===== config.mk =====
export PLATFORM = sky130hd
export DESIGN_NAME = sound_voice_allocator_top
export DESIGN_NICKNAME = d
export VERILOG_FILES = /design/src/rtl/vsa_pkg.sv /design/src/rtl/vsa_ram.sv /design/src/rtl/vsa_store.sv /design/src/rtl/vsa_gain.sv /design/src/rtl/sound_voice_allocator_top.sv
export SDC_FILE = /design/constraint.sdc
export NUM_CORES = 1
export LEC_CHECK = 0
export ABC_AREA = 0
export BUFFER_PORTS_ARGS = -buffer_cell sky130_fd_sc_hd__buf_2
export CAP_MARGIN = 5
export CORE_MARGIN = 2
export CORE_UTILIZATION = 43
export DETAILED_ROUTE_END_ITERATION = 7
export HOLD_SLACK_MARGIN = 0.1
export PLACE_DENSITY = 0.69
export SYNTH_ARGS = -nofsm -noshare
export SYNTH_HDL_FRONTEND = slang
export SYNTH_SLANG_ARGS = --single-unit

===== constraint.sdc =====
create_clock -name clk -period 7.4 [get_ports clk]
set_input_delay 1.48 -clock clk [delete_from_list [all_inputs] [get_ports clk]]
set_output_delay 1.48 -clock clk [all_outputs]
set_load 0.01 [all_outputs]

===== src/rtl/vsa_pkg.sv =====
// Shared types and constants for the sound voice allocator.
// Depends on nothing; vsa_gain, the top level and the checker refer to it by scoped names.
package vsa_pkg;

  // Action codes carried in the request beat.
  localparam logic ACT_START   = 1'b0;
  localparam logic ACT_RELEASE = 1'b1;

  localparam logic [15:0] HANDLE_BASE = 16'd100;
  localparam logic [8:0]  PAN_SPAN    = 9'd257;

  // Request beat, first field in the most significant bits.
  typedef struct packed {
    logic        action;
    logic [7:0]  sound_id;
    logic        exclusive;
    logic [6:0]  volume;
    logic [7:0]  separation;
    logic [17:0] pitch_step;
    logic [31:0] sample_address;
    logic [23:0] sample_length;
    logic [30:0] current_tick;
    logic [2:0]  release_voice;
  } vsa_in_t;

  // Response beat.
  typedef struct packed {
    logic        accepted;
    logic [2:0]  voice;
    logic [15:0] handle;
    logic [6:0]  left_gain;
    logic [6:0]  right_gain;
    logic        evicted_valid;
    logic [7:0]  evicted_id;
  } vsa_out_t;

  // Status of the pan gain unit.
  typedef struct packed {
    logic       done;
    logic [6:0] left;
    logic [6:0] right;
  } vsa_gain_t;

endpackage


===== src/rtl/vsa_ram.sv =====
// Synchronous single-port-write, single-port-read RAM with a registered read.
// Depends on nothing.
module vsa_ram #(
  parameter int DW = 39,
  parameter int AW = 3
) (
  input  logic          clk,
  input  logic          we,
  input  logic [AW-1:0] waddr,
  input  logic [DW-1:0] wdata,
  input  logic [AW-1:0] raddr,
  output logic [DW-1:0] rdata
);

  logic [DW-1:0] mem [(1 << AW)];

  always_ff @(posedge clk) begin
    if (we) begin
      mem[waddr] <= wdata;
    end
    rdata <= mem[raddr];
  end

endmodule


===== src/rtl/vsa_store.sv =====
// Per-voice playback record: sample address, length, step and packed gains.
// Depends on nothing; the mixer side that reads it lies outside this block.
module vsa_store #(
  parameter int AW = 3
) (
  input  logic          clk,
  input  logic          we,
  input  logic [AW-1:0] waddr,
  input  logic [31:0]   address,
  input  logic [23:0]   length,
  input  logic [17:0]   step,
  input  logic [13:0]   gains
);

  logic [87:0] mem [(1 << AW)];

  always_ff @(posedge clk) begin
    if (we) begin
      mem[waddr] <= {address, length, step, gains};
    end
  end

endmodule


===== src/rtl/vsa_gain.sv =====
// Pan gain unit: left and right gains from a quadratic pan law, one shared
// multiplier used four times. Depends on vsa_pkg.
module vsa_gain (
  input  logic              clk,
  input  logic              rst,
  input  logic              go,
  input  logic [6:0]        volume,
  input  logic [7:0]        separation,
  output vsa_pkg::vsa_gain_t res
);

  logic        run;
  logic [1:0]  ph;
  logic [6:0]  vol_q;
  logic [8:0]  dist_l;
  logic [8:0]  dist_r;
  logic [14:0] part;
  logic [14:0] mul_a;
  logic [8:0]  mul_b;
  logic [23:0] prod;
  logic [7:0]  cut;
  logic [6:0]  gain;

  // Even phases form vol*d, odd phases square it up: vol*d*d.
  assign dist_r = vsa_pkg::PAN_SPAN - dist_l;
  assign mul_a  = ph[0] ? part : {8'd0, vol_q};
  assign mul_b  = ph[1] ? dist_r : dist_l;
  assign prod   = 24'(mul_a) * 24'(mul_b);
  assign cut    = prod[23:16];
  // Gain clamps at zero once the cut reaches vol; vol never exceeds 127, so the result fits seven bits.
  assign gain   = (cut >= {1'b0, vol_q}) ? 7'd0 : vol_q - cut[6:0];

  always_ff @(posedge clk) begin
    if (rst) begin
      run      <= 1'b0;
      ph       <= 2'd0;
      res.done <= 1'b0;
    end else if (go) begin
      run      <= 1'b1;
      ph       <= 2'd0;
      res.done <= 1'b0;
      vol_q    <= volume;
      dist_l   <= {1'b0, separation} + 9'd1;
    end else if (run) begin
      ph <= ph + 2'd1;
      if (!ph[0]) begin
        part <= prod[14:0];
      end else if (!ph[1]) begin
        res.left <= gain;
      end else begin
        res.right <= gain;
        run       <= 1'b0;
        res.done  <= 1'b1;
      end
    end
  end

endmodule


===== src/rtl/sound_voice_allocator_top.sv =====
// Sound voice allocator: assigns playback voices with oldest-voice stealing.
// Depends on vsa_pkg, vsa_ram, vsa_store and vsa_gain.
//
// Usage:
//   Request channel (req_valid / req_stall / req): one beat per action,
//   either start a sound or release a voice whose sample ended. The block
//   works on one request at a time and raises req_stall while busy.
//   Response channel (rsp_valid / rsp_stall / rsp): exactly one beat per
//   request, in order. A finished response sits in the output register
//   while the next request is already taken in.
//   Configuration: cfg_wr_en writes cfg_wr_data into the enable bit; write
//   it only while the block is idle. With the enable clear, starts are
//   refused (all-zero response) and releases still work.
// Sequence: a start reads each voice in turn from the voice memory, whose
//   read is registered, then the commit state writes the chosen voice back
//   and loads the response once the output register is free.
//   The gain unit runs its four multiplies alongside the scan. Releases and
//   refused starts answer from the finish state once the output is free.
// Reset: synchronous, clears the enable, all busy flags, the handle counter
//   and the response valid flag. The voice memories need no clearing pass.
// Stall: while rsp_stall holds a response, the next result waits in its
//   final state and no further request is taken.
module sound_voice_allocator_top #(
  parameter int VOICES = 8
) (
  input  logic              clk,
  input  logic              rst,
  input  logic              cfg_wr_en,
  input  logic              cfg_wr_data,
  input  logic              req_valid,
  output logic              req_stall,
  input  vsa_pkg::vsa_in_t  req,
  output logic              rsp_valid,
  input  logic              rsp_stall,
  output vsa_pkg::vsa_out_t rsp
);

  localparam int AW = (VOICES > 1) ? $clog2(VOICES) : 1;
  localparam int CW = $clog2(VOICES + 1);

  typedef enum logic [1:0] {S_IDLE, S_SCAN, S_COMMIT, S_FINISH} state_t;

  state_t              state;
  logic                enabled;
  logic [VOICES-1:0]   active;
  vsa_pkg::vsa_in_t    item;
  logic [15:0]         handle_counter;

  // Scan bookkeeping.
  logic [CW-1:0]       iss;
  logic                rd_pend;
  logic [AW-1:0]       rd_idx;
  logic                found;
  logic [AW-1:0]       found_idx;
  logic [30:0]         oldest;
  logic [AW-1:0]       oldest_idx;
  logic [7:0]          oldest_snd;

  logic                accept;
  logic                out_free;
  logic                issue;
  logic                gain_go;
  logic [38:0]         rdata;
  logic [7:0]          rd_snd;
  logic [30:0]         rd_start;
  logic                match;
  vsa_pkg::vsa_gain_t  gain;

  logic [VOICES-1:0]   act_left;
  logic                all_busy;
  logic [AW-1:0]       free_idx;
  logic [AW-1:0]       slot;
  logic                commit;
  logic [15:0]         handle_cur;
  logic                rel_ok;
  logic                rel_hit;
  logic                rsp_load;

  assign req_stall = (state != S_IDLE);
  assign accept    = req_valid && !req_stall;
  assign out_free  = !rsp_valid || !rsp_stall;
  assign gain_go   = accept && (req.action == vsa_pkg::ACT_START) && enabled;

  // Voice memory: {sound id, start tick} per voice.
  assign issue    = (state == S_SCAN) && (iss < CW'(VOICES));
  assign rd_snd   = rdata[38:31];
  assign rd_start = rdata[30:0];
  assign match    = item.exclusive && !found && active[rd_idx] && (rd_snd == item.sound_id);

  // Voices still busy once an exclusive match is freed.
  always_comb begin
    act_left = active;
    for (int i = 0; i < VOICES; i++) begin
      if (found && (found_idx == AW'(i))) begin
        act_left[i] = 1'b0;
      end
    end
  end

  // Lowest free voice.
  always_comb begin
    free_idx = '0;
    for (int i = VOICES - 1; i >= 0; i--) begin
      if (!act_left[i]) begin
        free_idx = AW'(i);
      end
    end
  end

  assign all_busy   = &act_left;
  assign slot       = all_busy ? oldest_idx : free_idx;
  assign commit     = (state == S_COMMIT) && out_free;
  assign handle_cur = (handle_counter == 16'd0) ? vsa_pkg::HANDLE_BASE : handle_counter;
  assign rel_ok     = 32'(item.release_voice) < VOICES;
  assign rel_hit    = (item.action == vsa_pkg::ACT_RELEASE) && rel_ok;
  assign rsp_load   = out_free && ((state == S_COMMIT) || (state == S_FINISH));

  vsa_ram #(.DW(39), .AW(AW)) u_voice_ram (
    .clk   (clk),
    .we    (commit),
    .waddr (slot),
    .wdata ({item.sound_id, item.current_tick}),
    .raddr (iss[AW-1:0]),
    .rdata (rdata)
  );

  vsa_store #(.AW(AW)) u_store (
    .clk     (clk),
    .we      (commit),
    .waddr   (slot),
    .address (item.sample_address),
    .length  (item.sample_length),
    .step    (item.pitch_step),
    .gains   ({gain.left, gain.right})
  );

  vsa_gain u_gain (
    .clk        (clk),
    .rst        (rst),
    .go         (gain_go),
    .volume     (req.volume),
    .separation (req.separation),
    .res        (gain)
  );

  always_ff @(posedge clk) begin
    if (rst) begin
      state          <= S_IDLE;
      enabled        <= 1'b0;
      active         <= '0;
      handle_counter <= 16'd0;
      rd_pend        <= 1'b0;
      rsp_valid      <= 1'b0;
    end else begin
      if (cfg_wr_en) begin
        enabled <= cfg_wr_data;
      end
      // Load a new beat, or drop the response once the receiver takes it.
      if (rsp_load) begin
        rsp_valid <= 1'b1;
      end else if (rsp_valid && !rsp_stall) begin
        rsp_valid <= 1'b0;
      end

      unique case (state)
        S_IDLE: begin
          if (accept) begin
            item    <= req;
            iss     <= '0;
            rd_pend <= 1'b0;
            found   <= 1'b0;
            oldest  <= req.current_tick;
            state   <= gain_go ? S_SCAN : S_FINISH;
          end
        end

        S_SCAN: begin
          // Issue one voice read a cycle; evaluate each entry in the cycle after its read is issued.
          if (issue) begin
            iss <= iss + CW'(1);
          end
          rd_pend <= issue;
          rd_idx  <= iss[AW-1:0];
          if (rd_pend) begin
            if (match) begin
              found     <= 1'b1;
              found_idx <= rd_idx;
            end
            if (rd_idx == '0) begin
              // Voice 0 is the fallback when no start tick is strictly older.
              oldest_idx <= '0;
              oldest_snd <= rd_snd;
              if (rd_start < oldest) begin
                oldest <= rd_start;
              end
            end else if (rd_start < oldest) begin
              oldest     <= rd_start;
              oldest_idx <= rd_idx;
              oldest_snd <= rd_snd;
            end
          end
          if (!issue && !rd_pend && gain.done) begin
            state <= S_COMMIT;
          end
        end

        S_COMMIT: begin
          if (out_free) begin
            active         <= act_left | (VOICES'(1) << slot);
            handle_counter <= handle_cur + 16'd1;
            rsp.accepted      <= 1'b1;
            rsp.voice         <= 3'(slot);
            rsp.handle        <= handle_cur;
            rsp.left_gain     <= gain.left;
            rsp.right_gain    <= gain.right;
            rsp.evicted_valid <= all_busy;
            rsp.evicted_id    <= all_busy ? oldest_snd : 8'd0;
            state          <= S_IDLE;
          end
        end

        S_FINISH: begin
          // Release or refused start.
          if (out_free) begin
            rsp.accepted      <= rel_hit;
            rsp.voice         <= rel_hit ? item.release_voice : 3'd0;
            rsp.handle        <= 16'd0;
            rsp.left_gain     <= 7'd0;
            rsp.right_gain    <= 7'd0;
            rsp.evicted_valid <= 1'b0;
            rsp.evicted_id    <= 8'd0;
            for (int i = 0; i < VOICES; i++) begin
              if (rel_hit && (32'(item.release_voice) == i)) begin
                active[i] <= 1'b0;
              end
            end
            state <= S_IDLE;
          end
        end

        default: state <= S_IDLE;
      endcase
    end
  end

endmodule


==> results of run 1 <==
[timing repair]
item,4_1_cts,5_1_grt
buffers inserted,0,5
cloned,0,1
pin swaps,0,8
resized for setup,2,32
endpoints found under the setup margin,2,14
[routing by layer]
layer	track usage (%)	part of all wire [%]	vias up	routed length (um)
li1	-	-	6949	-
met1	24.01	43	7722	24160
met2	29.00	49	458	27310
met3	2.420	5.9	85	3316
met4	6.052	2.6	0	1467
met5	0	0	-	0
[cell usage after synthesis (9+ instances only)]
| library cell | n | area [um^2] |
|---|---|---|
| nor2_1 | 145 | 544.3 |
| o21a_1 | 13 | 97.59 |
| a21oi_1 | 42 | 210.2 |
| clkbuf_1 | 46 | 172.7 |
| nand2b_1 | 9 | 56.30 |
| and3_1 | 17 | 106.4 |
| edfxtp_1 | 497 | 14920 |
| nor3_1 | 12 | 60.06 |
| nand2_1 | 195 | 732.0 |
| nand4_1 | 12 | 75.07 |
| inv_1 | 184 | 690.7 |
| o21ai_0 | 28 | 140.1 |
| buf_2 | 12 | 60.06 |
| xor2_1 | 22 | 192.7 |
| a21o_1 | 16 | 120.1 |
| nand3_1 | 33 | 165.2 |
| mux4_2 | 80 | 1802 |
| ha_1 | 94 | 1176 |
| fa_1 | 93 | 1862 |
| dfxtp_1 | 72 | 1441 |
| and2_1 | 36 | 225.2 |
| mux2_2 | 39 | 439.2 |
| xnor2_1 | 38 | 332.8 |
[worst max-delay path, stage by stage, from the launching register on]
cell	delay [ps]
edfxtp_1	410
or3_4	440
nor4_2	140
nand3b_1	190
xor2_2	290
buf_4	200
nor2_1	70
fa_1	460
fa_1	500
fa_1	550
inv_1	60
fa_1	540
inv_1	50
ha_1	370
a21oi_2	190
o21ai_1	130
a211oi_2	300
nand2_1	110
a21o_1	200
a21o_1	200
xor2_1	160
ha_1	300
and2_1	160
a311o_1	320
a21oi_2	150
nand2_2	90
nor3b_2	220
buf_4	150
[through the flow]
stage / TNS (ps) / hold slack [ps] / worst slack [ps] / instances
floorplan: 0 / 424.4 / 443.9 / 1850
global placement: 0 / 446.0 / 152.9 / 2741
detailed placement: -23.45 / 447.7 / -11.73 / 2741
CTS: 0 / 465.0 / 14.83 / 2851
global route: -160.5 / 487.4 / -52.69 / 2858
finish: 0 / 461.3 / 288.7 / 2858
[how the worst max path moves through the flow]
| stage | endpoint | slack [ps] | cells past startpoint |
|---|---|---|---|
| after global placement | u_gain.res[3]$_DFFE_PP_ | 150 | 29 |
| after global routing | u_gain.res[3]$_DFFE_PP_ | -50 | 27 |
| after floorplan | u_gain.res[10]$_DFFE_PP_ | 440 | 28 |
| after detailed placement | u_gain.res[10]$_DFFE_PP_ | -10 | 29 |
| final | u_gain.res[3]$_DFFE_PP_ | 290 | 27 |
| after CTS | u_gain.res[9]$_DFFE_PP_ | 10 | 28 |
[registers in the layout, indices dropped and copies added, names as in the netlist, 7 cells and up]
| register | count |
|---|---|
| u_gain.res | 15 |
| oldest | 31 |
| oldest_snd | 8 |
| active | 8 |
| u_gain.part | 15 |
| u_gain.dist_l | 9 |
| rsp | 43 |
| u_voice_ram.rdata | 39 |
| u_voice_ram.mem | 312 |
| handle_counter | 16 |
| item | 43 |
| u_gain.vol_q | 7 |
[power breakdown]
group / switching (mW) / total [mW] / internal (mW)
Clock: 1.25 / 2.92 / 1.67
Combinational: 0.366 / 0.637 / 0.271
Sequential: 0.0679 / 3.66 / 3.60
[final cells by class]
cell class	instances	share of cell area, %
Multi-Input combinational cell	1029	31.06
Sequential cell	569	53.61
Clock buffer	76	5.074
Antenna cell	1	0.008197
Clock inverter	34	1.266
Tap cell	790	3.238
Timing Repair Buffer	173	3.455
Inverter	186	2.287
[cell families after synthesis]
logic type / after synthesis
compound gates: 152
xor+xnor: 61
fa+ha+maj: 187
buf+inv: 252
flops: 569
mux: 127
simple gates: 502
==> out/qor.csv, run 1 <==
metric;value;unit
p_leak;11.57;nW
drtIter0Drc;1131;
cap_viol_max_count;0;
gp_congestion;0.9169;
die_w;252.5;um
yosys_warnings;0;
endpoint_kind;flip-flop;
final_area;30530;um^2
synth_top_family_by_area;adder cells;
numPortBuffers;109;
totalWireLength;56260;um
synth_fa_ha_area_share;11.44;%
wl_per_cell;19.69;um
vias;15210;
cts_hold_buf;0;
syn-cell-area;26560;um^2
slew_headroom;14.06;%
htreeDepth;2;
syn2layout_area_growth;14.95;%
worst_slew_pin_slew;1289;ps
fin_util;49.74;%
multiInputGateArea;9482;um^2
yosys.area_share.simple;8.636;%
final_antenna_net_count;0;
cp.arrival;7610;ps
min_path_type;reg -> reg;
powerDensity;236.6;nW/um^2
ys_ff_latch;569;
grt_max_degree;70;
fin_crit_sh;96.10;%
chipHeight;252.5;um
drive_gt1_share;21.43;%
finalHoldViolations;0;
clkSlewWorstSetupHoldPaths;60;ps
start_util;43.27;%
cts_buffers;58;
clk_latency;650;ps
critPathMaxFanout;5;
cp-startpoint;u_gain.dist_l[3]$_DFFE_PP_;
synth_edf_count;497;
synthFlopType;edfxtp_1;
ys_types;73;
n_fill_cell;5037;
io_pins;184;
nNetsFinal;2343;
slew_viol_final;0;
core_area;61370;um^2
async_reset_ff_share;0;%
worstSetupStartpointType;flip-flop;
grt_pass1_vias;15390;
synth_mux_area_share;8.740;%
syn_area_per_cell;14.35;um^2
rr_endpoint;u_gain.res[3]$_DFFE_PP_;
fmax;0.1406;GHz
hold_depth;0;
dr.pass1.iters;5;
layout_commonest_cell;edfxtp_1;
synthCells;1850;
r2r-start;u_gain.dist_l[3]$_DFFE_PP_;
rr_worst_depth;27;
finalSetupViolCount;0;
required;7890;ps
layout_common_cells;edfxtp_1 (497), nand2_1 (194), inv_1 (181);
clockBufferDepth;3;
clk_root_buffer_cell;clkbuf_16;
viasPerCell;5.323;
peakVddDrop;0.1984;mV
overflow;0;
placementRows;91;
synth_compound_area_share;3.878;%
power.total;7.223;mW
finalClockSkew;56.86;ps
clock-sinks;569;
grtUsageTotal;17.57;%
hpwl;34980;um
r2r_setup_slack;290;ps
synthXorXnorAreaFrac;2.040;%
placed_area;28370;um^2
ff_latch_area;16370;um^2
die_area;63760;um^2
post-route-drc-count;0;
whs_endpoint;oldest_snd[2]$_DFFE_PP_;
grt_pass1_wl;86290;um
critPathKind;reg -> reg;
status;finished clean;
ys_seq_area_share;61.63;%
synth_nets;2176;
antenna_found_initial;4;
min-delay-start;u_voice_ram.rdata[33]$_DFF_P_;
finalWorstPathRequiredPeriod;7111;ps
cts_tree;done;
Note: power is estimated with default switching activity, not from simulation.
==> run 2, diff against run 1 <==
==> constraint.sdc (replaced) <==
create_clock -name clk -period 7.4 [get_ports clk]
set_input_delay 0 -clock clk [delete_from_list [all_inputs] [get_ports clk]]
set_output_delay 0 -clock clk [all_outputs]
set_load 0.01 [all_outputs]
==> run 2 against run 1 <==
Against the previous run: first-iteration DRC count rose by 3.4%; largest power group unchanged; largest cell class unchanged; highest routed layer is now met5; die area did not move; clock power rose by 2%; critical endpoint is now u_gain.res[9]$_DFFE_PP_.
==> out/qor.csv, run 2 (same netlist as run 1, synthesis figures left out) <==
metric;value;unit;change
status;finished clean;;unchanged
hold_depth;2;;was 0
fin_crit_sh;96.60;%;was 96.10%
clk_root_buffer_cell;clkbuf_16;;unchanged
nNetsFinal;2441;;was 2343
cp.arrival;7580;ps;was 7610 ps
overflow;0;;unchanged
clkSlewWorstSetupHoldPaths;60;ps;about the same
grt_pass1_vias;16150;;was 15390
tns;0;ps;unchanged
numPortBuffers;109;;unchanged
slew_viol_final;0;;unchanged
hpwl;34840;um;was 34980 um
worst_slew_pin_slew;1208;ps;was 1289 ps
totalWireLength;57670;um;was 56260 um
required;7830;ps;was 7890 ps
drtIter0Drc;1170;;was 1131
placementRows;91;;unchanged
regMostFlops;u_voice_ram.mem;;unchanged
die_area;63760;um^2;unchanged
p_leak;11.97;nW;was 11.57 nW
fmax;0.1399;GHz;was 0.1406 GHz
viasPerCell;5.280;;was 5.323
antenna_found_initial;1;;was 4
htreeDepth;2;;unchanged
vias;15600;;was 15210
critPathKind;reg -> reg;;unchanged
finalSetupViolCount;0;;unchanged
drive_gt1_share;19.27;%;was 21.43%
final_antenna_net_count;0;;unchanged
core_area;61370;um^2;unchanged
grt_max_degree;72;;was 70
rr_worst_depth;28;;was 27
finalWorstPathRequiredPeriod;7148;ps;was 7111 ps
top_regs;u_voice_ram.mem: 312 flops, item: 43 flops, rsp: 43 flops;;unchanged
endpoint_kind;flip-flop;;unchanged
finalClockSkew;62.71;ps;was 56.86 ps
max_stage_delay;540;ps;was 550 ps
cts_tree;done;;unchanged
whs_endpoint;item[33]$_DFFE_PP_;;was oldest_snd[2]$_DFFE_PP_
layout_common_cells;edfxtp_1 (497), nand2_1 (195), inv_1 (181);;was edfxtp_1 (497), nand2_1 (194), inv_1 (181)
clockBufferDepth;3;;unchanged
clock-sinks;569;;unchanged
diodes;0;;was 1
post-route-drc-count;0;;unchanged
gp_congestion;0.9035;;was 0.9169
finalHoldViolations;0;;unchanged
grtUsageTotal;18.26;%;was 17.57%
fin_cells;2954;;was 2858
rr_endpoint;u_gain.res[9]$_DFFE_PP_;;was u_gain.res[3]$_DFFE_PP_
peakVddDrop;0.1881;mV;was 0.1984 mV
cap_viol_max_count;0;;unchanged
cts_buffers;59;;was 58
start_util;43.27;%;unchanged
syn2layout_area_growth;18.45;%;was 14.95%
dr.pass1.iters;5;;unchanged
grt_pass1_wl;89820;um;was 86290 um
r2r-start;u_gain.dist_l[3]$_DFFE_PP_;;unchanged
die_w;252.5;um;unchanged
layout_commonest_cell;edfxtp_1;;unchanged
power.total;7.320;mW;was 7.223 mW
whs;125.1;ps;was 461.3 ps
place_inst;2733;;was 2741
largest_register_ffs;312;;unchanged
min-delay-start;req[33];;was u_voice_ram.rdata[33]$_DFF_P_
critPathMaxFanout;9;;was 5
worstSetupStartpointType;flip-flop;;unchanged
clk_latency;640;ps;was 650 ps
io_pins;184;;unchanged
min_path_type;in -> reg;;was reg -> reg
cpMaxStageDelayCell;fa_1;;unchanged
wl_per_cell;19.52;um;was 19.69 um
chipHeight;252.5;um;unchanged
slew_headroom;19.28;%;was 14.06%
powerDensity;232.7;nW/um^2;was 236.6 nW/um^2
r2r_setup_slack;250;ps;was 290 ps
run 2: repair_timing:
action                     in CTS  in global routing
gates resized for setup         0                 15
hold endpoints to repair      142                  0
buffers inserted                0                  7
setup endpoints to repair       0                 14
hold buffers                  104                  0
run 2: how the worst max path moves through the flow:
stage	start	to	slack, ps	cells past startpoint
after floorplan	u_gain.dist_l[3]$_DFFE_PP_	u_gain.res[10]$_DFFE_PP_	440	28
after global placement	u_gain.dist_l[3]$_DFFE_PP_	u_gain.res[11]$_DFFE_PP_	380	29
after detailed placement	u_gain.dist_l[3]$_DFFE_PP_	u_gain.res[9]$_DFFE_PP_	210	28
after CTS	u_gain.dist_l[3]$_DFFE_PP_	u_gain.res[9]$_DFFE_PP_	170	28
after global routing	u_gain.dist_l[1]$_DFFE_PP_	u_gain.res[12]$_DFFE_PP_	-40	29
final	u_gain.dist_l[3]$_DFFE_PP_	u_gain.res[9]$_DFFE_PP_	250	28
run 2: final cells by class:
cell class,instances,area (um^2)
sequential,569,16370
clock inverter,34,410.4
multi-input combinational,1029,9385
tap,790,988.4
inverter,186,698.2
fill,4962,29910
clock buffer,76,1570
timing repair buffer,270,2039
run 2: per-stage QoR:
stage / utilization (%) / area, um^2 / worst slack [ps]
2_1_floorplan: - / 26560 / 443.9
3_3_place_gp: 46.13 / 28310 / 384.6
3_5_place_dp: 46.13 / 28310 / 213.0
4_1_cts: 51.05 / 31330 / 171.1
5_1_grt: 51.26 / 31460 / -43.12
6_report: 51.26 / 31460 / 251.9
run 2: critical path, delay by kind of cell, from the launching register on:
kind                     cells  cell delay (ps)
flip-flops                   1              410
adder cells (fa/ha/maj)      6             2780
AO/OA/AOI/OAI                7             1440
buffers and inverters        5              400
XOR/XNOR                     2              320
AND/OR/NAND/NOR              8             1580
run 2: power breakdown:
group,switching [mW],internal (mW),leakage [nW]
Sequential,0.0686,3.60,5.08
Combinational,0.368,0.299,5.93
Clock,1.24,1.75,0.962
Total,1.67,5.65,12.0
run 2: layer usage:
| layer | GRT usage [%] | wire length [um] | up-vias |
|---|---|---|---|
| li1 | - | - | 7152 |
| met1 | 24.82 | 24860 | 7892 |
| met2 | 30.63 | 28380 | 446 |
| met3 | 2.492 | 2986 | 106 |
| met4 | 5.579 | 1434 | 2 |
| met5 | 0 | 7 | - |
==> run 3, diff against run 2 <==
CELL_PAD_IN_SITES_DETAIL_PLACEMENT = 0   (was not set)
CELL_PAD_IN_SITES_GLOBAL_PLACEMENT = 1   (was not set)
PLACE_DENSITY = 0.79   (was 0.69)
==> run 3 against run 2 <==
Against the previous run: register-to-register slack improved by 140 ps; via count decreased by 1.8%; clock-buffer cell count increased by 2; combinational power increased by 1%; first-iteration DRC count decreased by 22%; global-route usage decreased by 0.13 points; largest power group unchanged; core utilization decreased by 0.51 points; die area unchanged; routed wire length decreased by 0.55%; critical path depth increased by 1; worst hold slack improved by 2.3 ps.
==> out/qor.csv, run 3 (same netlist as run 1, synthesis figures left out) <==
metric;value;unit;change
status;finished clean;;unchanged
dr.pass1.iters;5;;unchanged
htreeDepth;2;;unchanged
post-route-drc-count;0;;unchanged
slew_headroom;21.84;%;was 19.28%
viasPerCell;5.223;;was 5.280
grtUsageTotal;18.13;%;was 18.26%
clk_root_buffer_cell;clkbuf_16;;unchanged
grt_max_degree;46;;was 72
clkSlewWorstSetupHoldPaths;60;ps;about the same
worstSetupStartpointType;flip-flop;;unchanged
drive_gt1_share;19.47;%;was 19.27%
wl_per_cell;19.56;um;was 19.52 um
syn2layout_area_growth;17.27;%;was 18.45%
layout_common_cells;edfxtp_1 (497), nand2_1 (194), inv_1 (181);;was edfxtp_1 (497), nand2_1 (195), inv_1 (181)
cts_buffers;57;;was 59
largest_register_ffs;312;;unchanged
required;7840;ps;was 7830 ps
hpwl;36060;um;was 34840 um
crit_buf_inv;6;;was 5
final_antenna_net_count;0;;unchanged
max_stage_delay;530;ps;was 540 ps
cpMaxStageDelayCell;fa_1;;unchanged
regMostFlops;u_voice_ram.mem;;unchanged
grt_pass1_wl;89010;um;was 89820 um
cp_top_family;adder cells;;unchanged
wl_met1;24310;um;was 24860 um
min_path_type;in -> reg;;unchanged
chipHeight;252.5;um;unchanged
vias;15310;;was 15600
start_util;43.27;%;unchanged
wl_met2;29330;um;was 28380 um
fmax;0.1426;GHz;was 0.1399 GHz
cap_viol_max_count;0;;unchanged
finalSetupViolCount;0;;unchanged
wl_met3;2466;um;was 2986 um
diodes;0;;unchanged
nNetsFinal;2419;;was 2441
clk_latency;630;ps;was 640 ps
die_area;63760;um^2;unchanged
placementRows;91;;unchanged
totalWireLength;57350;um;was 57670 um
antenna_found_initial;1;;unchanged
top_regs;u_voice_ram.mem: 312 flops, item: 43 flops, rsp: 43 flops;;unchanged
numPortBuffers;109;;unchanged
p_leak;11.85;nW;was 11.97 nW
drtIter0Drc;909;;was 1170
routed.top_layer;met4;;was met5
finalClockSkew;41.29;ps;was 62.71 ps
gp_congestion;0.9080;;was 0.9035
finalHoldViolations;0;;unchanged
slew_viol_final;0;;unchanged
power.total;7.199;mW;was 7.320 mW
clockBufferDepth;3;;unchanged
peakVddDrop;0.2781;mV;was 0.1881 mV
layout_commonest_cell;edfxtp_1;;unchanged
core_area;61370;um^2;unchanged
fin_crit_sh;94.77;%;was 96.60%
worst_slew_pin_slew;1170;ps;was 1208 ps
powerDensity;231.1;nW/um^2;was 232.7 nW/um^2
cts_tree;done;;unchanged
die_w;252.5;um;unchanged
cp.arrival;7450;ps;was 7580 ps
endpoint_kind;flip-flop;;unchanged
overflow;0;;unchanged
io_pins;184;;unchanged
grt_pass1_vias;15850;;was 16150
tns;0;ps;unchanged
critPathMaxFanout;10;;was 9
clock-sinks;569;;unchanged
finalWorstPathRequiredPeriod;7013;ps;was 7148 ps
critPathKind;reg -> reg;;unchanged
## run 3: final cells by class
cell class / instances / area [um^2]
tap: 790 / 988.4
multi-input combinational: 1029 / 9388
fill: 5082 / 30230
inverter: 186 / 698.2
sequential: 569 / 16370
clock buffer: 78 / 1546
clock inverter: 30 / 340.3
timing repair buffer: 250 / 1817
## run 3: what timing repair did
| item | 4_1_cts | 5_1_grt |
|---|---|---|
| buffers inserted | 0 | 3 |
| setup endpoints to repair | 0 | 14 |
| hold buffers | 85 | 0 |
| resized for setup | 0 | 18 |
| endpoints found under the hold margin | 149 | 0 |
## run 3: worst paths after layout
| kind | from | to | slack [ps] | depth (start not counted) |
|---|---|---|---|---|
| min | req[128] | item[128]$_DFFE_PP_ | 130 | 2 |
| max reg2reg | u_gain.dist_l[1]$_DFFE_PP_ | u_gain.res[6]$_DFFE_PP_ | 390 | 29 |
| min reg2reg | u_voice_ram.rdata[33]$_DFF_P_ | oldest_snd[2]$_DFFE_PP_ | 440 | 0 |
| max | u_gain.dist_l[1]$_DFFE_PP_ | u_gain.res[6]$_DFFE_PP_ | 390 | 29 |
## run 3: per-stage QoR
| step | std cells | instance area, um^2 | hold slack (ps) | worst slack (ps) | util (%) |
|---|---|---|---|---|---|
| 2_1_floorplan | 1850 | 26560 | 98.87 | 443.9 | - |
| 3_3_place_gp | 2735 | 28290 | 177.8 | 291.0 | 46.10 |
| 3_5_place_dp | 2735 | 28290 | 178.1 | 205.1 | 46.10 |
| 4_1_cts | 2928 | 31030 | 101.0 | 170.6 | 50.57 |
| 5_1_grt | 2932 | 31140 | 106.0 | -80.45 | 50.75 |
| 6_report | 2932 | 31140 | 127.4 | 387.2 | 50.75 |
## run 3: where the power goes
group	switching, mW	internal [mW]
sequential	0.0637	3.60
combinational	0.379	0.295
clock	1.21	1.65
total	1.66	5.54
## run 3: routing by layer
layer	track usage, %	vias up
li1	-	7094
met5	0	-
met4	5.072	0
met2	31.55	366
met3	2.657	81
met1	23.70	7772
